### config.mk
export PLATFORM = sky130hd
export DESIGN_NAME = tls_cert_request_parser
export DESIGN_NICKNAME = d
export VERILOG_FILES = /design/src/rtl/tcrp_pkg.sv /design/src/rtl/tcrp_core.sv /design/src/rtl/tls_cert_request_parser.sv
export SDC_FILE = /design/constraint.sdc
export NUM_CORES = 1
export LEC_CHECK = 0
export BUFFER_PORTS_ARGS = -buffer_cell sky130_fd_sc_hd__buf_2
export CORE_MARGIN = 2
export CORE_UTILIZATION = 45
export CTS_CLUSTER_SIZE = 40
export DETAILED_ROUTE_END_ITERATION = 8
export SLEW_MARGIN = 20
export SYNTH_ARGS = -nofsm -noshare
export SYNTH_HDL_FRONTEND = slang
export SYNTH_HIERARCHICAL = 1
export SYNTH_SLANG_ARGS = --single-unit
### constraint.sdc
create_clock -name clk -period 6.61 [get_ports clk]
set_input_delay 1.322 -clock clk [delete_from_list [all_inputs] [get_ports clk]]
set_output_delay 1.322 -clock clk [all_outputs]
set_load 0.02 [all_outputs]
### src/rtl/tcrp_pkg.sv
`timescale 1ns / 1ps
// ----------------------------------------------------------------------------
// tcrp_pkg
// Shared types and constants for the CertificateRequest parser.
// ----------------------------------------------------------------------------
package tcrp_pkg;

  localparam int LEN_BITS = 16;
  localparam int CW       = (LEN_BITS > 16) ? LEN_BITS + 1 : 17;
  localparam int ALG_SIZE = 2;
  localparam int EXT_HDR  = 4;

  localparam int Q_DEPTH = 4;
  localparam int Q_IW    = $clog2(Q_DEPTH);

  localparam logic [1:0] MODE_TLS12 = 2'd0;
  localparam logic [1:0] MODE_TLCP  = 2'd1;
  localparam logic [1:0] MODE_TLS13 = 2'd2;

  localparam logic [1:0] CFG_MODE     = 2'd0;
  localparam logic [1:0] CFG_SIG_TYPE = 2'd1;

  localparam logic [1:0]  MODE_RESET     = MODE_TLS12;
  localparam logic [15:0] SIG_TYPE_RESET = 16'd13;

  typedef enum logic [3:0] {
    PH_IDLE    = 4'd0,
    PH_DONE    = 4'd1,
    PH_CT_LEN  = 4'd2,
    PH_CT      = 4'd3,
    PH_SA_HI   = 4'd4,
    PH_SA_LO   = 4'd5,
    PH_SA_LIST = 4'd6,
    PH_CTX_LEN = 4'd7,
    PH_CTX     = 4'd8,
    PH_EL_HI   = 4'd9,
    PH_EL_LO   = 4'd10,
    PH_ET_HI   = 4'd11,
    PH_ET_LO   = 4'd12,
    PH_EX_HI   = 4'd13,
    PH_EX_LO   = 4'd14,
    PH_SKIP    = 4'd15
  } phase_t;

  typedef enum logic [1:0] {
    KIND_CERT_TYPE = 2'd0,
    KIND_SIG_ALG   = 2'd1,
    KIND_CTX       = 2'd2,
    KIND_END       = 2'd3
  } kind_t;

  typedef enum logic [1:0] {
    ST_OK      = 2'd0,
    ST_DECODE  = 2'd1,
    ST_ILLEGAL = 2'd2
  } status_t;

  typedef struct packed {
    logic [1:0]  mode;
    logic [15:0] sig_type;
  } cfg_t;

  typedef struct packed {
    kind_t       kind;
    logic [15:0] value;
    status_t     status;
    logic        last;
  } res_t;

endpackage

### src/rtl/tcrp_core.sv
`timescale 1ns / 1ps
// ----------------------------------------------------------------------------
// tcrp_core
// Parse state machine: takes one beat per cycle while step is high, returns up to two results.
// ----------------------------------------------------------------------------
module tcrp_core (
  input  logic                clk,
  input  logic                rst,
  input  logic                step,
  input  logic                action,
  input  logic [15:0]         msg_length,
  input  logic [7:0]          msg_byte,
  input  tcrp_pkg::cfg_t      cfg,
  output logic [1:0]          push_cnt,
  output tcrp_pkg::res_t      res0,
  output tcrp_pkg::res_t      res1
);

  tcrp_pkg::phase_t phase, phase_next;
  logic [tcrp_pkg::LEN_BITS-1:0] bytes_left, bytes_left_next;
  logic [15:0] field_left, field_left_next;
  logic [15:0] ext_left, ext_left_next;
  logic [7:0]  held_byte, held_byte_next;
  logic [15:0] ext_kind, ext_kind_next;
  logic        seen_sig_algs, seen_sig_algs_next;

  logic tls13;
  logic byte_live;
  logic [tcrp_pkg::LEN_BITS-1:0] bl_dec;
  logic [15:0] el_dec;
  logic [15:0] fl_dec;
  logic [15:0] len16;
  logic [tcrp_pkg::CW-1:0] bl_w, len_w, b_w, room_w;
  logic [tcrp_pkg::LEN_BITS-1:0] start_len;
  logic in_ext_phase;
  logic nx_fin;
  tcrp_pkg::status_t nx_status;

  logic fin;
  tcrp_pkg::status_t fin_status;
  logic data_put;
  tcrp_pkg::kind_t data_kind;
  logic [15:0] data_value;
  tcrp_pkg::res_t data_res, fin_res;

  assign tls13     = (cfg.mode == tcrp_pkg::MODE_TLS13);
  assign byte_live = step && action && (phase != tcrp_pkg::PH_IDLE) &&
                     (phase != tcrp_pkg::PH_DONE) && (bytes_left != '0);
  assign bl_dec    = bytes_left - 1'b1;
  assign fl_dec    = field_left - 16'd1;
  assign len16     = {held_byte, msg_byte};
  assign start_len = tcrp_pkg::LEN_BITS'(msg_length);

  assign in_ext_phase = (phase == tcrp_pkg::PH_SA_HI) || (phase == tcrp_pkg::PH_SA_LO) ||
                        (phase == tcrp_pkg::PH_SA_LIST) || (phase == tcrp_pkg::PH_SKIP);
  assign el_dec = (tls13 && in_ext_phase && (ext_left != 16'd0)) ? ext_left - 16'd1 : ext_left;

  assign bl_w   = tcrp_pkg::CW'(bl_dec);
  assign len_w  = tcrp_pkg::CW'(len16);
  assign b_w    = tcrp_pkg::CW'(msg_byte);
  assign room_w = tls13 ? tcrp_pkg::CW'(el_dec) : bl_w;

  // next extension header, or end of the list
  assign nx_fin    = (bl_w < tcrp_pkg::CW'(tcrp_pkg::EXT_HDR));
  assign nx_status = (bl_dec == '0) ? tcrp_pkg::ST_OK : tcrp_pkg::ST_DECODE;

  always_comb begin
    phase_next         = phase;
    bytes_left_next    = bytes_left;
    field_left_next    = field_left;
    ext_left_next      = ext_left;
    held_byte_next     = held_byte;
    ext_kind_next      = ext_kind;
    seen_sig_algs_next = seen_sig_algs;
    fin                = 1'b0;
    fin_status         = tcrp_pkg::ST_OK;
    if (step && !action) begin
      bytes_left_next    = start_len;
      field_left_next    = '0;
      ext_left_next      = '0;
      held_byte_next     = '0;
      ext_kind_next      = '0;
      seen_sig_algs_next = 1'b0;
      if (start_len == '0) begin
        fin        = 1'b1;
        fin_status = tcrp_pkg::ST_DECODE;
      end else begin
        phase_next = tls13 ? tcrp_pkg::PH_CTX_LEN : tcrp_pkg::PH_CT_LEN;
      end
    end else if (step && action && (phase != tcrp_pkg::PH_IDLE) &&
                 (phase != tcrp_pkg::PH_DONE) && (bytes_left == '0)) begin
      phase_next = tcrp_pkg::PH_DONE;
    end else if (byte_live) begin
      bytes_left_next = bl_dec;
      ext_left_next   = el_dec;
      unique case (phase)
        tcrp_pkg::PH_CT_LEN: begin
          if (msg_byte == 8'd0 || b_w > bl_w) begin
            fin        = 1'b1;
            fin_status = tcrp_pkg::ST_DECODE;
          end else begin
            field_left_next = 16'(msg_byte);
            phase_next      = tcrp_pkg::PH_CT;
          end
        end
        tcrp_pkg::PH_CT: begin
          field_left_next = fl_dec;
          if (fl_dec == 16'd0) begin
            if (cfg.mode == tcrp_pkg::MODE_TLCP) begin
              fin = 1'b1;
            end else if (bl_w < tcrp_pkg::CW'(tcrp_pkg::ALG_SIZE)) begin
              fin        = 1'b1;
              fin_status = tcrp_pkg::ST_DECODE;
            end else begin
              phase_next = tcrp_pkg::PH_SA_HI;
            end
          end
        end
        tcrp_pkg::PH_SA_HI: begin
          held_byte_next = msg_byte;
          phase_next     = tcrp_pkg::PH_SA_LO;
        end
        tcrp_pkg::PH_SA_LO: begin
          if (len_w > room_w || len16[0] || len16 == 16'd0) begin
            fin        = 1'b1;
            fin_status = tcrp_pkg::ST_DECODE;
          end else begin
            field_left_next    = len16;
            seen_sig_algs_next = 1'b1;
            phase_next         = tcrp_pkg::PH_SA_LIST;
          end
        end
        tcrp_pkg::PH_SA_LIST: begin
          field_left_next = fl_dec;
          if (fl_dec[0]) begin
            held_byte_next = msg_byte;
          end
          if (fl_dec == 16'd0) begin
            if (!tls13) begin
              fin = 1'b1;
            end else if (el_dec != 16'd0) begin
              phase_next = tcrp_pkg::PH_SKIP;
            end else if (nx_fin) begin
              fin        = 1'b1;
              fin_status = nx_status;
            end else begin
              phase_next = tcrp_pkg::PH_ET_HI;
            end
          end
        end
        tcrp_pkg::PH_CTX_LEN: begin
          if (b_w + tcrp_pkg::CW'(2) > bl_w) begin
            fin        = 1'b1;
            fin_status = tcrp_pkg::ST_DECODE;
          end else begin
            field_left_next = 16'(msg_byte);
            phase_next = (msg_byte == 8'd0) ? tcrp_pkg::PH_EL_HI : tcrp_pkg::PH_CTX;
          end
        end
        tcrp_pkg::PH_CTX: begin
          field_left_next = fl_dec;
          if (fl_dec == 16'd0) begin
            phase_next = tcrp_pkg::PH_EL_HI;
          end
        end
        tcrp_pkg::PH_EL_HI, tcrp_pkg::PH_ET_HI, tcrp_pkg::PH_EX_HI: begin
          held_byte_next = msg_byte;
          phase_next     = tcrp_pkg::phase_t'(phase + 4'd1);
        end
        tcrp_pkg::PH_EL_LO: begin
          if (len_w != bl_w || len16 == 16'd0) begin
            fin        = 1'b1;
            fin_status = tcrp_pkg::ST_DECODE;
          end else if (nx_fin) begin
            fin        = 1'b1;
            fin_status = nx_status;
          end else begin
            phase_next = tcrp_pkg::PH_ET_HI;
          end
        end
        tcrp_pkg::PH_ET_LO: begin
          ext_kind_next = len16;
          phase_next    = tcrp_pkg::PH_EX_HI;
        end
        tcrp_pkg::PH_EX_LO: begin
          if (len_w > bl_w) begin
            fin        = 1'b1;
            fin_status = tcrp_pkg::ST_DECODE;
          end else begin
            ext_left_next = len16;
            if (ext_kind == cfg.sig_type) begin
              if (seen_sig_algs) begin
                fin        = 1'b1;
                fin_status = tcrp_pkg::ST_ILLEGAL;
              end else if (len16 < 16'(tcrp_pkg::ALG_SIZE)) begin
                fin        = 1'b1;
                fin_status = tcrp_pkg::ST_DECODE;
              end else begin
                phase_next = tcrp_pkg::PH_SA_HI;
              end
            end else if (len16 == 16'd0) begin
              if (nx_fin) begin
                fin        = 1'b1;
                fin_status = nx_status;
              end else begin
                phase_next = tcrp_pkg::PH_ET_HI;
              end
            end else begin
              phase_next = tcrp_pkg::PH_SKIP;
            end
          end
        end
        tcrp_pkg::PH_SKIP: begin
          if (el_dec == 16'd0) begin
            if (nx_fin) begin
              fin        = 1'b1;
              fin_status = nx_status;
            end else begin
              phase_next = tcrp_pkg::PH_ET_HI;
            end
          end
        end
        default: begin
          phase_next = tcrp_pkg::PH_DONE;
        end
      endcase
    end
    if (fin) begin
      phase_next = tcrp_pkg::PH_DONE;
    end
  end

  always_comb begin
    data_put   = 1'b0;
    data_kind  = tcrp_pkg::KIND_CERT_TYPE;
    data_value = 16'(msg_byte);
    if (byte_live) begin
      unique case (phase)
        tcrp_pkg::PH_CT: begin
          data_put = 1'b1;
        end
        tcrp_pkg::PH_SA_LIST: begin
          data_put   = !fl_dec[0];
          data_kind  = tcrp_pkg::KIND_SIG_ALG;
          data_value = len16;
        end
        tcrp_pkg::PH_CTX: begin
          data_put  = 1'b1;
          data_kind = tcrp_pkg::KIND_CTX;
        end
        default: begin
          data_put = 1'b0;
        end
      endcase
    end
    data_res = '{kind: data_kind, value: data_value, status: tcrp_pkg::ST_OK, last: 1'b0};
    fin_res  = '{kind: tcrp_pkg::KIND_END, value: 16'd0, status: fin_status, last: 1'b1};
    res0     = data_put ? data_res : fin_res;
    res1     = fin_res;
    push_cnt = 2'(data_put) + 2'(fin);
  end

  always_ff @(posedge clk) begin
    if (rst) begin
      phase         <= tcrp_pkg::PH_IDLE;
      bytes_left    <= '0;
      field_left    <= '0;
      ext_left      <= '0;
      held_byte     <= '0;
      ext_kind      <= '0;
      seen_sig_algs <= 1'b0;
    end else begin
      phase         <= phase_next;
      bytes_left    <= bytes_left_next;
      field_left    <= field_left_next;
      ext_left      <= ext_left_next;
      held_byte     <= held_byte_next;
      ext_kind      <= ext_kind_next;
      seen_sig_algs <= seen_sig_algs_next;
    end
  end

  a_fin_goes_done: assert property (@(posedge clk) disable iff (rst)
    (step && fin) |=> (phase == tcrp_pkg::PH_DONE))
    else $error("finish did not close the message");

  a_second_is_end: assert property (@(posedge clk) disable iff (rst)
    (push_cnt == 2'd2) |-> (res1.kind == tcrp_pkg::KIND_END && res1.last &&
                            res0.kind != tcrp_pkg::KIND_END))
    else $error("two results without data then end status");

endmodule

### src/rtl/tls_cert_request_parser.sv
`timescale 1ns / 1ps
// ----------------------------------------------------------------------------
// tls_cert_request_parser
// Results are registered in the result queue before they reach the output.
// Throughput: one input beat per cycle while in_stall is low; a beat that yields a
// data result and the end status pushes two results, absorbed by a 4-entry result queue.
// in_stall rises while the queue has fewer than two free entries.
// Reset (rst, synchronous): parser idle, queue empty, mode TLS1.2, type 13.
// ----------------------------------------------------------------------------
module tls_cert_request_parser (
  input  logic        clk,
  input  logic        rst,
  input  logic        in_valid,
  output logic        in_stall,
  input  logic        action,
  input  logic [15:0] msg_length,
  input  logic [7:0]  msg_byte,
  output logic        out_valid,
  input  logic        out_stall,
  output logic [1:0]  kind,
  output logic [15:0] value,
  output logic [1:0]  status,
  output logic        last,
  input  logic        cfg_valid,
  output logic        cfg_ready,
  input  logic [1:0]  cfg_index,
  input  logic [15:0] cfg_data
);

  tcrp_pkg::cfg_t cfg;
  logic           step;
  logic [1:0]     push_cnt;
  tcrp_pkg::res_t res0, res1;

  tcrp_pkg::res_t q      [tcrp_pkg::Q_DEPTH];
  tcrp_pkg::res_t q_next [tcrp_pkg::Q_DEPTH];
  logic [tcrp_pkg::Q_IW:0] q_cnt, q_cnt_next, base, base1;
  logic pop;

  assign cfg_ready = 1'b1;

  always_ff @(posedge clk) begin
    if (rst) begin
      cfg.mode     <= tcrp_pkg::MODE_RESET;
      cfg.sig_type <= tcrp_pkg::SIG_TYPE_RESET;
    end else if (cfg_valid && cfg_ready) begin
      unique case (cfg_index)
        tcrp_pkg::CFG_MODE:     cfg.mode     <= cfg_data[1:0];
        tcrp_pkg::CFG_SIG_TYPE: cfg.sig_type <= cfg_data;
        default: ;
      endcase
    end
  end

  assign in_stall = (q_cnt > (tcrp_pkg::Q_IW + 1)'(tcrp_pkg::Q_DEPTH - 2));
  assign step     = in_valid && !in_stall;

  tcrp_core u_core (
    .clk        (clk),
    .rst        (rst),
    .step       (step),
    .action     (action),
    .msg_length (msg_length),
    .msg_byte   (msg_byte),
    .cfg        (cfg),
    .push_cnt   (push_cnt),
    .res0       (res0),
    .res1       (res1)
  );

  // result queue: head at entry 0, shifts down on each popped result
  assign out_valid = (q_cnt != '0);
  assign pop       = out_valid && !out_stall;
  assign base      = q_cnt - (tcrp_pkg::Q_IW + 1)'(pop);
  assign base1     = base + 1'b1;

  always_comb begin
    for (int i = 0; i < tcrp_pkg::Q_DEPTH; i++) begin
      if (pop && i < tcrp_pkg::Q_DEPTH - 1) begin
        q_next[i] = q[i + 1];
      end else begin
        q_next[i] = q[i];
      end
      if (push_cnt != 2'd0 && base[tcrp_pkg::Q_IW-1:0] == tcrp_pkg::Q_IW'(i)) begin
        q_next[i] = res0;
      end
      if (push_cnt == 2'd2 && base1[tcrp_pkg::Q_IW-1:0] == tcrp_pkg::Q_IW'(i)) begin
        q_next[i] = res1;
      end
    end
    q_cnt_next = base + (tcrp_pkg::Q_IW + 1)'(push_cnt);
  end

  always_ff @(posedge clk) begin
    q <= q_next;
  end

  always_ff @(posedge clk) begin
    if (rst) begin
      q_cnt <= '0;
    end else begin
      q_cnt <= q_cnt_next;
    end
  end

  assign kind   = q[0].kind;
  assign value  = q[0].value;
  assign status = q[0].status;
  assign last   = q[0].last;

  a_q_bound: assert property (@(posedge clk) disable iff (rst)
    q_cnt <= (tcrp_pkg::Q_IW + 1)'(tcrp_pkg::Q_DEPTH))
    else $error("result queue overflow");

  a_zero_len_end: assert property (@(posedge clk) disable iff (rst)
    (step && !action && msg_length == 16'd0) |=> out_valid)
    else $error("zero length start gave no result");

  a_push_room: assert property (@(posedge clk) disable iff (rst)
    (push_cnt != 2'd0) |-> (step && base < (tcrp_pkg::Q_IW + 1)'(tcrp_pkg::Q_DEPTH - 1)))
    else $error("result pushed without room or without a beat");

endmodule
# Word-level counts from Yosys, hierarchy flattened
# Cells that the tools add are included.
[totals]
ff_bits = 182
latch_bits = 0
mem_bits_rw = 0
romBits = 0
input_bits = 48
output_inout_bits = 24
wordCells = 283
n_memories = 0
[op_classes]
addsub = 9
multipliers = 0
n_div = 0
order_cmp = 8
n_eq_ne = 62
shifts = 0
muxes = 102
bitwise = 2
n_reduce_logical = 73
[op_table]
columns = ["cell", "n"]
rows = [
  ["16-bit 2-to-1 mux", 12],
  ["21-bit 2-to-1 mux", 7],
  ["16-bit zero test", 6],
  ["4-bit 2-to-1 mux", 22],
  ["16-bit one-hot mux with 4 select lines", 1],
  ["4-bit one-hot mux with 12 select lines", 1],
  ["16-bit nonzero test", 3],
  ["16-bit by 1-bit subtractor with 16-bit output (second input constant)", 3],
  ["4-bit equality test (second input constant)", 8],
  ["16-bit by 2-bit < comparator with 1-bit output (second input constant)", 2],
  ["2-bit 2-to-1 mux", 16],
  ["16-bit AND reduction", 2],
  ["1-bit 2-to-1 mux", 31],
  ["5-bit by 2-bit inequality test with 1-bit output (second input constant)", 6],
  ["4-bit by 2-bit inequality test with 1-bit output (second input constant)", 6],
  ["1-bit logical AND", 18],
  ["3-bit 2-to-1 mux", 6],
  ["16-bit by 17-bit greater-than comparator with 1-bit output", 1],
  ["17-bit by 16-bit greater-than comparator with 1-bit output", 1],
  ["16-bit equality test", 1],
  ["4-bit by 3-bit equality test with 1-bit output (second input constant)", 4],
  ["16-bit greater-than comparator", 1],
  ["8-bit by 16-bit greater-than comparator with 1-bit output", 1],
  ["16-bit by 3-bit < comparator with 1-bit output (second input constant)", 1],
  ["other kinds (44)", 96],
]

# Depth between registers and ports, before layout
# Gate-level depths: netlist of the first run.
[depth]
word_depth = 21
mapped_depth = 27
ltp_nobuf = 26

# Hierarchy
# Netlist of the first run, hierarchy kept.
[by_module_without_submodules]
columns = ["mod", "instances", "cells_per_inst", "area_each_um2", "seq_area_each_um2"]
rows = [
  ["tcrp_core", 1, 998, 7439.6, 1541.5],
  ["tls_cert_request_parser", 1, 509, 5336.4, 2942.8],
]

# Least setup slack after synthesis of the first run
# Ideal clock, no wire load.
[synth_path]
kind = "reg2reg"
from = "register u_core.phase[0]"
to = "register q[42] (netlist name), enable pin"
setup_ns = 0.406
arrival_time_ns = 5.746
path_slack_ns = 0.458
path_stages_with_launch = 24
path_buffers = 3
cell_sequence = "dfxtp_1 > inv_1 > ha_1 > clkbuf_1 > or4_1 > nand4_1 > nor2_1 > nand2_1 > or4_2 > xnor2_1 > o21ai_0 > ha_1 > nand4_1 > or4_1 > a31oi_1 > and2_1 > a31oi_1 > a21oi_1 > o211ai_2 > ha_1 > buf_6 > o21ai_0 > clkbuf_2 > o211ai_1"
[synth_via]
elab_chain_len = 20
elab_cells_between_ends = 46
cone_classes = "add/sub (1); order compare (1); eq/ne (12); mux (13); reduce/logical (19)"
[synth_lines]
columns = ["element", "line_no", "text"]
rows = [
  ["from (decl)", "tcrp_core.sv:19", "tcrp_pkg::phase_t phase, phase_next;"],
  ["from (signal assigned)", "tcrp_core.sv:265", "phase <= tcrp_pkg::PH_IDLE;"],
  ["from (signal assigned)", "tcrp_core.sv:273", "phase <= phase_next;"],
  ["4-bit by 3-bit equality test with 1-bit output (on tied branches)", "tcrp_core.sv:54, tcrp_core.sv:96", ""],
  ["1-bit logical OR (2 in series)", "tcrp_core.sv:54", "assign in_ext_phase = (phase == tcrp_pkg::PH_SA_HI) || (phase == tcrp_pkg::PH_SA_LO) ||"],
  ["1-bit logical OR", "tcrp_core.sv:55", "(phase == tcrp_pkg::PH_SA_LIST) || (phase == tcrp_pkg::PH_SKIP);"],
  ["1-bit logical AND (2 in series)", "tcrp_core.sv:56", "assign el_dec = (tls13 && in_ext_phase && (ext_left != 16'd0)) ? ext_left - 16'd1 : ext_left;"],
  ["16-bit 2-to-1 mux", "tcrp_core.sv:56", ""],
  ["16-bit 2-to-1 mux", "tcrp_core.sv:61", "assign room_w = tls13 ? tcrp_pkg::CW'(el_dec) : bl_w;"],
  ["16-bit by 17-bit greater-than comparator with 1-bit output", "tcrp_core.sv:124", "if (len_w > room_w || len16[0] || len16 == 16'd0) begin"],
  ["1-bit logical OR (2 in series)", "tcrp_core.sv:124", ""],
  ["[2 not listed]", "-", ""],
  ["1-bit 2-to-1 mux", "tcrp_core.sv:93", "end else if (byte_live) begin"],
  ["1-bit 2-to-1 mux", "tcrp_core.sv:90", "end else if (step && action && (phase != tcrp_pkg::PH_IDLE) &&"],
  ["1-bit 2-to-1 mux", "tcrp_core.sv:77", "if (step && !action) begin"],
  ["1-bit by 1-bit adder with 2-bit output (*)", "tcrp_core.sv:260", "push_cnt = 2'(data_put) + 2'(fin);"],
  ["net push_cnt[0]", "tls_cert_request_parser.sv:32", "logic [1:0] push_cnt;"],
  ["2-bit nonzero test", "tls_cert_request_parser.sv:84", "if (push_cnt != 2'd0 && base[tcrp_pkg::Q_IW-1:0] == tcrp_pkg::Q_IW'(i)) begin"],
  ["1-bit logical AND", "tls_cert_request_parser.sv:84", ""],
  ["2-bit nonzero test (no source line)", "-", ""],
  ["to (signal assigned)", "tls_cert_request_parser.sv:95", "q <= q_next;"],
  ["to (decl)", "tls_cert_request_parser.sv:35", "tcrp_pkg::res_t q [tcrp_pkg::Q_DEPTH];"],
]
# The timed path passes the listed nets; every way through them passes the cells marked *.
# A chain may end at the register's enable or synchronous reset.

# Worst setup path after layout of the first run
[layout_path]
from = "register u_core.phase[1]"
to = "register q[17] (netlist name), data pin"
[layout_via]
elab_chain_len = 19
elab_cells_between_ends = 46
cone_classes = "add/sub (1); order compare (1); eq/ne (12); mux (16); reduce/logical (16)"
[layout_lines]
columns = ["element", "line_no", "text"]
rows = [
  ["4-bit by 3-bit equality test with 1-bit output (on tied branches)", "tcrp_core.sv:54, tcrp_core.sv:96", ""],
  ["1-bit logical OR (2 in series)", "tcrp_core.sv:54", ""],
  ["1-bit logical OR", "tcrp_core.sv:55", ""],
  ["1-bit logical AND (2 in series)", "tcrp_core.sv:56", ""],
  ["16-bit 2-to-1 mux", "tcrp_core.sv:56", ""],
  ["16-bit 2-to-1 mux", "tcrp_core.sv:61", ""],
  ["16-bit by 17-bit greater-than comparator with 1-bit output", "tcrp_core.sv:124", ""],
  ["1-bit logical OR (2 in series)", "tcrp_core.sv:124", ""],
  ["1-bit 2-to-1 mux", "tcrp_core.sv:124", ""],
  ["1-bit one-hot mux with 8 select lines", "tcrp_core.sv:96", "unique case (phase)"],
  ["1-bit 2-to-1 mux", "tcrp_core.sv:93", ""],
  ["1-bit 2-to-1 mux", "tcrp_core.sv:90", ""],
  ["1-bit 2-to-1 mux", "tcrp_core.sv:77", ""],
  ["1-bit by 1-bit adder with 2-bit output (*)", "tcrp_core.sv:260", ""],
  ["net push_cnt[0]", "tls_cert_request_parser.sv:32", ""],
  ["2-bit equality test (*)", "tls_cert_request_parser.sv:87", "if (push_cnt == 2'd2 && base1[tcrp_pkg::Q_IW-1:0] == tcrp_pkg::Q_IW'(i)) begin"],
  ["1-bit logical AND (*)", "tls_cert_request_parser.sv:87", ""],
]
# Marks and branches as above.

==> results of run 1 <==
## state kept, by name, indices dropped and copies added (netlist names)
signal,count
last,1
u_core/ext_left,16
u_core/seen_sig_algs,1
u_core/phase,4
value,16
cfg,18
kind,2
u_core/held_byte,8
u_core/ext_kind,16
q,63
u_core/bytes_left,16
u_core/field_left,16
q_cnt,3
status,2
## through the flow
step                hold WS (ps)  setup WS, ps  total power [uW]  instances
floorplan                    450           458              2000       1524
global placement             459           566              2180       1854
detailed placement           464           354              2190       1854
CTS                          475           320              3210       1886
global route                 497          6.19              3370       1887
finish                       472           526              3190       1887
## cell type report
class | count | area, um^2
Fill cell | 2651 | 14200
Multi-Input combinational cell | 1168 | 7440
Sequential cell | 182 | 4480
Timing Repair Buffer | 102 | 598
Tap cell | 378 | 473
Clock buffer | 18 | 439
Clock inverter | 14 | 135
Inverter | 25 | 93.8
## how the worst min path moves through the flow
stage | start | end | slack [ps] | depth (start not counted)
after floorplan | cfg[10]$_SDFFE_PP0P_ | cfg[10]$_SDFFE_PP0P_ | 450 | 2
after global placement | cfg[13]$_SDFFE_PP0P_ | cfg[13]$_SDFFE_PP0P_ | 460 | 2
after detailed placement | cfg[1]$_SDFFE_PP0P_ | cfg[1]$_SDFFE_PP0P_ | 460 | 2
after CTS | cfg[1]$_SDFFE_PP0P_ | cfg[1]$_SDFFE_PP0P_ | 480 | 2
after global routing | cfg[13]$_SDFFE_PP0P_ | cfg[13]$_SDFFE_PP0P_ | 500 | 2
final | cfg[1]$_SDFFE_PP0P_ | cfg[1]$_SDFFE_PP0P_ | 470 | 2
## layer usage
metal | up-vias | track usage [%] | wire length [um]
met1 | 5135 | 31.7 | 15500
met3 | 57 | 3.75 | 1890
met5 | - | 0 | 0
li1 | 5417 | - | -
met4 | 0 | 8.00 | 879
met2 | 333 | 39.6 | 16100
## power groups by stage
stage               registers, uW  clock network, uW  logic (uW)
floorplan                    1340                  0         662
global placement             1360                  0         819
detailed placement           1360                  0         836
CTS                          1330               1030         839
global route                 1340               1080         946
finish                       1330               1020         844
## synth_stat cells (21+ instances only)
| cell | instances |
|---|---|
| mux2i_1 | 50 |
| nor2_1 | 176 |
| nand2_1 | 157 |
| nor3_1 | 25 |
| xor2_1 | 23 |
| edfxtp_1 | 84 |
| nand3_1 | 60 |
| ha_1 | 57 |
| a211oi_1 | 30 |
| o21ai_0 | 119 |
| dfxtp_1 | 98 |
| inv_1 | 23 |
| nand4_1 | 24 |
| a21oi_1 | 74 |
| xnor2_1 | 44 |
| a31oi_1 | 47 |
| clkbuf_1 | 67 |
| buf_4 | 44 |
| mux2_2 | 21 |
## worst max-delay path: stages, from the launching register on
cell,delay (ps)
dfxtp_1,350
inv_1,100
ha_1,370
or4_1,250
nand4_1,190
nor2_1,270
nand2_1,160
or4_2,570
xnor2_1,190
o21ai_0,110
ha_1,350
nand4_1,140
or4_1,530
a31oi_1,230
and2_1,200
a31oi_1,90
a21oi_1,190
o211ai_2,210
ha_4,360
nor4_4,250
buf_4,320
mux2_2,380
## timing repair
item	4_1_cts	5_1_grt
hold endpoints to repair	0	0
resized for setup	0	4
endpoints found under the setup margin	0	166
hold buffers	0	0
## cells by family after synthesis
family | share of synthesized area (%)
compound gates | 18.1
mux | 5.86
fa+ha+maj | 5.74
other cells | 0.0881
buf+inv | 7.41
xor+xnor | 4.59
flops | 35.1
simple gates | 23.1
==> results.md, run 1 <==
- Power share of the combinational group: 26.5%
- Max cap viols: 0
- CTS tree: yes
- Pleak: 0.00522 uW
- Worst Path Max Fanout: 21
- Final Max Tran Viols: 0
- Area leader, netlist: edfxtp_1
- Overflow after GRT: 0
- Critical path class: flop to flop
- Core Region: 0.0279 mm^2
- Cell Area, Placed: 0.0131 mm^2
- Ys async rst share: 0%
- Deepest clock path buffer count: 2
- Sequential Power Share: 41.7%
- Vias in the first global route: 10,300
- Initial core utilization: 45.9%
- Vias: 10,900
- Die Area: 0.0298 mm^2
- Ant. Diodes: 0
- Crit path capture type: flop
- Placer congestion estimate: 0.924
- Commonest non-fill, non-tap cells in the layout: 175 x nor2_1, 156 x nand2_1, 118 x o21ai_0
- Slew headroom: 34.5%
- # DRC: 0
- Die Y: 172 um
- Ys Warns: 6
- Main synth FF type: dfxtp_1
- Final Hold Vio Count: 0
- Mean number of vias per cell: 5.80
- Final Cycle Share: 92.0%
- Worst vdd ir: 0.157 mV
- Clock share of power: 31.8%
- Sink Count: 182
- DR iter-0 viols: 749
- Detailed placement HPWL: 25,100 um
- Max H-tree Level: 4
- Critical Path RT: 6790 ps
- Total GRT Usage: 23.9%
- Mapped cell area: 0.0128 mm^2
- Initial DRT Pass Iterations: 5
- Switching share of power: 34.7%
- Area share of the largest cell type after synthesis: 19.7%
- Initial antenna violation count: 0
- Synth cell types: 101
- Postcts setup bufs: 0
- Final Setup Violations: 0
- Switching pwr: 1110 uW
- Clk root buf: clkbuf_16
- Final min period: 6080 ps
- Syn Area/Cell: 8.48 um^2
- Total Nets Final: 1,602
- Max Freq: 0.164 GHz
- Largest net degree at the start of global routing: 58
- Crit path DAT: 6260 ps
- Most common cell after layout, fill and taps aside: nor2_1
- Register-to-Register Path Depth: 21
- Start point of the critical path: u_core/phase[1]$_SDFFE_PP0P_
- PortBufs: 70
- First-pass GRT wire length: 55,900 um
- Clk_lat worst skew: 430 ps
- Fin area: 0.0137 mm^2
- Register area share after synthesis: 35.1%
- Final ANT Viol Nets: 0
- Worst R2R Setup Slack: 530 ps
- Cells after Synth: 1,507
- Post-synth EDFFs: 84
- Worst Hold Class: flop to flop
- Pwr Density: 234 mW/mm^2
- Die W: 172 um
- Clk pin slew, worst setup/hold paths: 80 ps
- Clock skew: 11.5 ps
- Final Util: 49.0%
- Least-Margin Pin Slew: 983 ps
- Unrepaired setup endpoints after global routing: false
- Area grow syn2layout: 6.91%
- Final wirelength: 34,400 um
- Num CTS Buffers: 17
- Internal Power: 2080 uW
- Number of cell rows: 61
- Critical path capture point: q[17]$_DFFE_PP_
- Final setup TNS: 0 ps
- R2r endpoint: q[17]$_DFFE_PP_
- Layout cells sized above 1: 13.2%
- Ports: 72
- Synth Register Bits: 182
- Routed length per instance: 18.2 um
- Status: finished clean
- Synth top area cells: edfxtp_1 20%, dfxtp_1 15%, ha_1 5.6%
- Critical R2R Launch: u_core/phase[1]$_SDFFE_PP0P_
- Crit path launch type: flop
(Power assumes the default switching activity.)
==> run 2: changes to the inputs <==
--- a/config.mk
+++ b/config.mk
@@ -7,7 +7,7 @@
 export LEC_CHECK = 0
 export BUFFER_PORTS_ARGS = -buffer_cell sky130_fd_sc_hd__buf_2
 export CORE_MARGIN = 2
-export CORE_UTILIZATION = 45
+export CORE_UTILIZATION = 25
 export CTS_CLUSTER_SIZE = 40
 export DETAILED_ROUTE_END_ITERATION = 8
 export SLEW_MARGIN = 20
==> run 2 against run 1 <==
Effect of this change: sequential share of layout area down 0.99 points; total power up 1.8%; design area grew 3.1%; first-iteration DRC count up 17%; sequential power barely moved; utilization down 21 points; global-route usage down 9.2 points; combinational power increased by 4.7%; cell count rose by 16%; critical path type unchanged; largest cell class unchanged; largest power group unchanged.
==> results.md, run 2 (synthesis results as in run 1) <==
- Fillers: 5,390
- Initial DRT Pass Iterations: 5
- Largest net degree at the start of global routing: 50
- Critical path class: flop to flop
- Total GRT Usage: 14.7%
- Worst R2R Setup Slack: 440 ps
- R2r endpoint: q_cnt[2]$_SDFF_PP0_
- Crit path DAT: 6500 ps
- Top reg by flops: q
- Clk pin slew, worst setup/hold paths: 70 ps
- Routed length per instance: 17.8 um
- Met2 WL: 18,900 um
- DR iter-0 viols: 875
- Hold Path End: cfg[8]$_SDFFE_PP0P_
- Max H-tree Level: 4
- Largest regs: q x63, cfg x18
- Pwr Density: 231 mW/mm^2
- Overflow after GRT: 0
- Mean number of vias per cell: 5.19
- Hold path startpoint: cfg[8]$_SDFFE_PP0P_
- Status: finished clean
- Core Region: 0.0503 mm^2
- Most common cell after layout, fill and taps aside: nor2_1
- # DRC: 0
- Final min period: 6170 ps
- CTS tree: yes
- Ant. Diodes: 0
- Largest register FFs: 63
- Pleak: 0.00524 uW
- Vias: 11,300
- Critical Path RT: 6940 ps
- Worst Hold Class: flop to flop
- PortBufs: 70
- Hold buffers post-CTS: 0
- Vias in the first global route: 11,000
- Highest metal used: met5
- Final Cycle Share: 93.3%
- First-pass GRT wire length: 61,500 um
- Slew headroom: 27.6%
- Clk root buf: clkbuf_16
- Fin area: 0.0141 mm^2
- Max Freq: 0.162 GHz
- Placer congestion estimate: 0.921
- Critical R2R Launch: u_core/phase[1]$_SDFFE_PP0P_
- Initial core utilization: 25.4%
- Hold Crit Depth: 2
- Num CTS Buffers: 17
- Final wirelength: 39,000 um
- Commonest non-fill, non-tap cells in the layout: 174 x nor2_1, 156 x nand2_1, 118 x o21ai_0
- Routed metal-1 wirelength: 16,700 um
- Deepest clock path buffer count: 2
- Clk_lat worst skew: 460 ps
- Final Hold Vio Count: 0
- Clock skew: 16.0 ps
- Final worst slack: 440 ps
- Layout cells sized above 1: 13.5%
- Area grow syn2layout: 10.2%
- Ports: 72
- Die W: 230 um
- Final Max Tran Viols: 0
- Die Area: 0.0529 mm^2
- Worst vdd ir: 0.133 mV
- Worst Path Max Fanout: 10
- Final ANT Viol Nets: 0
- Pwr Total: 3250 uW
- Least-Margin Pin Slew: 1080 ps
- Final Util: 28.0%
- Register-to-Register Path Depth: 25
- Initial antenna violation count: 1
- Final Setup Violations: 0
- Number of cell rows: 82
- Dpl ws: 331 ps
- Detailed placement HPWL: 27,900 um
- Die Y: 230 um
- Sink Count: 182
- Cell Area, Placed: 0.0135 mm^2
- Total Nets Final: 1,609
- Crit path capture type: flop
- Crit path launch type: flop
- Met3 WL post-DR: 2600 um
- Max cap viols: 0
[run 2: cell count changes in the layout (fill, tap and decap cells not counted), sizes merged]
cell	change
clkbuf	-1
buf	+7
inv	+1
[run 2: stage by stage]
step           TNS (ps)  cells  hold WS (ps)
2_1_floorplan         0   1524           450
4_1_cts               0   2187           479
3_3_place_gp          0   2155           460
3_5_place_dp          0   2155           467
5_1_grt           -1.79   2188           488
6_report              0   2188           475
[run 2: layer usage]
metal | track usage, % | up-vias
met3 | 2.58 | 64
met2 | 25.0 | 447
met1 | 18.7 | 5414
met5 | 0 | -
li1 | - | 5418
met4 | 4.68 | 2
[run 2: worst max path at each step]
stage / startpoint / end / cells past startpoint
6_report: u_core/phase[1]$_SDFFE_PP0P_ / q_cnt[2]$_SDFF_PP0_ / 25
3_5_place_dp: u_core/phase[1]$_SDFFE_PP0P_ / q[16]$_DFFE_PP_ / 22
4_1_cts: u_core/phase[1]$_SDFFE_PP0P_ / q[7]$_DFFE_PP_ / 22
5_1_grt: u_core/phase[1]$_SDFFE_PP0P_ / q_cnt[2]$_SDFF_PP0_ / 25
3_3_place_gp: u_core/phase[1]$_SDFFE_PP0P_ / q[9]$_DFFE_PP_ / 21
2_1_floorplan: u_core/phase[0]$_SDFFE_PP0P_ / q[42]$_DFFE_PP_ / 23
[run 2: what timing repair did]
action,4_1_cts,5_1_grt
endpoints found under the setup margin,0,121
resized for setup,0,6
setup buffers,0,0
[run 2: critical path, stage by stage (launching register included)]
cell and delay, ps:
dfxtp_1 360, inv_1 120, ha_2 300, or4_1 210, nand4_1 220, nor2_2 240, nand2_1 160, or4_2 580
xnor2_1 200, o21ai_0 110, ha_1 350, nand4_1 140, or4_1 520, a31oi_1 240, and2_1 200, a31oi_1 100
a21oi_1 180, o211ai_2 190, ha_1 430, buf_4 210, ha_1 160, inv_1 50, fa_1 370, xnor2_1 200
xnor2_1 150, nor2_1 60
[run 2: area by class of cell]
cell class / count / area (um^2) / area share (%)
clock inverter: 15 / 155 / 1.10
sequential: 182 / 4480 / 31.8
clock buffer: 17 / 425 / 3.02
tap: 672 / 841 / 5.97
multi-input combinational: 1168 / 7430 / 52.7
timing repair buffer: 109 / 658 / 4.67
inverter: 25 / 93.8 / 0.666
[run 2: power breakdown]
part           total (uW)  internal, uW  switching (uW)
Clock                1030           506             522
Sequential           1340          1290            53.6
Combinational         884           294             590
==> run 3: changes to the inputs <==
--- a/config.mk
+++ b/config.mk
@@ -6,6 +6,7 @@
 export NUM_CORES = 1
 export LEC_CHECK = 0
 export BUFFER_PORTS_ARGS = -buffer_cell sky130_fd_sc_hd__buf_2
+export CAP_MARGIN = 40
 export CORE_MARGIN = 2
 export CORE_UTILIZATION = 25
 export CTS_CLUSTER_SIZE = 40
@@ -13,5 +14,4 @@
 export SLEW_MARGIN = 20
 export SYNTH_ARGS = -nofsm -noshare
 export SYNTH_HDL_FRONTEND = slang
-export SYNTH_HIERARCHICAL = 1
 export SYNTH_SLANG_ARGS = --single-unit
==> run 3 against run 2 <==
Effect of this change: sequential power down 10%; combinational power up 14%; global-route usage up 0.36 points; flip-flop and latch count unchanged; critical path depth down 4; count of clock-buffer cells in the layout unchanged; register-to-register slack better by 70 ps; die area down 7.5%; critical path type unchanged; largest cell class unchanged; largest power group unchanged.
==> results.md, run 3 <==
- Least-Margin Pin Slew: 820 ps
- Total Nets Final: 1,643
- Max Freq: 0.164 GHz
- DR iter-0 viols: 939
- Final setup TNS: 0 ps
- PortBufs: 70
- Area grow syn2layout: 11.8%
- Top reg by flops: q
- Initial DRT Pass Iterations: 5
- Deepest clock path buffer count: 2
- Die Y: 221 um
- Final wirelength: 37,700 um
- Fillers: 5,043
- Overflow after GRT: 0
- Detailed placement HPWL: 27,300 um
- Largest register FFs: 63
- Initial antenna violation count: 0
- Pwr Total: 3300 uW
- Core Region: 0.0466 mm^2
- Final ANT Viol Nets: 0
- First-pass GRT wire length: 59,500 um
- Register area: 0.00372 mm^2
- Final Hold Vio Count: 0
- Post-synth EDFFs: 8
- Resize count post-CTS: 0
- Initial core utilization: 25.4%
- Area leader, netlist: dfxtp_1
- Status: finished clean
- Largest net degree at the start of global routing: 62
- Max cap viols: 0
- Clk pin slew, worst setup/hold paths: 80 ps
- Vias in the first global route: 10,700
- Crit path capture type: flop
- Final worst slack: 508 ps
- Postcts setup bufs: 0
- Ports: 72
- Ys Warns: 0
- Cells after Synth: 1,555
- Largest regs: q x63, cfg x18
- Die Area: 0.0490 mm^2
- Synth Register Bits: 182
- Worst vdd ir: 0.122 mV
- Synth cell count leaders: 223 x nand2_1, 174 x dfxtp_1, 156 x nor2_1
- Clk root buf: clkbuf_16
- Crit path DAT: 6320 ps
- Syn Area/Cell: 7.59 um^2
- Critical Path RT: 6830 ps
- Pleak: 0.00541 uW
- Total GRT Usage: 15.0%
- Register area share after synthesis: 31.5%
- Mean number of vias per cell: 5.29
- CTS tree: yes
- Synth cell types: 89
- Sink Count: 182
- Die W: 221 um
- Clk_lat worst skew: 470 ps
- Commonest non-fill, non-tap cells in the layout: 223 x nand2_1, 174 x dfxtp_1, 153 x nor2_1
- Final Setup Violations: 0
- Final min period: 6100 ps
- Worst Path Max Fanout: 17
- Area share of the largest cell type after synthesis: 29.5%
- Max H-tree Level: 4
- Slew headroom: 44.4%
- Hold buffers post-CTS: 0
- Placer congestion estimate: 0.903
- Most frequent cell after synthesis: nand2_1
- # DRC: 0
- Layout cells sized above 1: 11.2%
- Crit path launch type: flop
- Dpl ws: 616 ps
- Post-Syn Nets: 1,660
- Main synth FF type: dfxtp_1
- Clock skew: 10.3 ps
- Final Max Tran Viols: 0
- Ys async rst share: 0%
- Number of cell rows: 79
- Unrepaired setup endpoints after global routing: false
- Pwr Density: 250 mW/mm^2
- Ant. Diodes: 0
- Routed length per instance: 17.4 um
- Most common cell after layout, fill and taps aside: nand2_1
- Synth top area cells: dfxtp_1 30%, nand2_1 7.1%, ha_1 5.9%
- Final Cycle Share: 92.3%
- Vias: 11,400
- Mapped cell area: 0.0118 mm^2
- Num CTS Buffers: 17
- Critical path class: flop to flop
- Area of the multi-input gates: 0.00732 mm^2
- Worst Hold Class: flop to flop
## run 3: cell types whose count changed after synthesis, sizes merged, moves of 34 or more
cell	before	now
dfxtp	98	174
edfxtp	84	8
nand2	157	223
buf	80	35
a21oi	74	112
a31oi	47	12
clkbuf	68	102
## run 3: worst paths after layout
path,startpoint,to,slack (ps),depth (start not counted)
hold reg to reg,q[4]$_SDFFE_PP0P_,q[4]$_SDFFE_PP0P_,470,1
setup reg to reg,u_core.phase[0]$_SDFFE_PP0P_,q[22]$_DFFE_PP_,510,21
hold / removal,q[4]$_SDFFE_PP0P_,q[4]$_SDFFE_PP0P_,470,1
setup / recovery,u_core.phase[0]$_SDFFE_PP0P_,q[22]$_DFFE_PP_,510,21
## run 3: kinds of logic (layout without fill, tap and decap cells)
group | after synthesis | count (layout) | synth area share, %
flops | 182 | 182 | 31.5
buf+inv | 181 | 177 | 6.66
simple gates | 647 | 647 | 26.1
mux | 50 | 50 | 4.25
compound gates | 384 | 384 | 21.3
xor+xnor | 53 | 53 | 4.00
fa+ha+maj | 57 | 57 | 6.11
other cells | 1 | 1 | 0.0318
## run 3: power by group
part / internal, uW / switching, uW / total, uW
logic: 356 / 657 / 1010
clock network: 529 / 556 / 1090
registers: 1150 / 50.9 / 1200
## run 3: cell type report
class                      instances  area share, %
clock buffer                      17           3.22
clock inverter                    15           1.54
inverter                          44           1.25
multi-input combinational       1192           55.5
sequential                       182           28.2
tap                              607           5.76
timing repair buffer             101           4.52
## run 3: stage by stage
stage	std cells	cell area (um^2)	utilization (%)	hold slack [ps]
floorplan	1555	11800	-	441
global placement	2122	12500	26.9	446
detailed placement	2124	12500	26.9	455
CTS	2156	13200	28.3	474
global route	2158	13200	28.3	483
finish	2158	13200	28.3	469
## run 3: layer usage
layer / track usage (%) / vias to the layer above / wire [um]
met5: 0 / - / 0
met4: 4.96 / 0 / 952
met3: 2.56 / 63 / 2010
met2: 23.5 / 355 / 16800
met1: 20.8 / 5481 / 17900
li1: - / 5511 / -
## run 3: critical path, stage by stage, from the launching register on
cell,delay [ps]
dfxtp_1,440
inv_1,110
ha_1,220
or4_1,670
and4_1,360
and2_1,280
a21oi_1,260
o21ai_0,110
ha_1,310
and4_1,220
a21o_1,180
a211oi_1,240
o221ai_1,230
a31o_2,300
nor3_1,160
a31oi_1,150
a311oi_2,370
inv_2,140
ha_1,260
and3_1,450
a211oi_1,330
a21oi_1,60
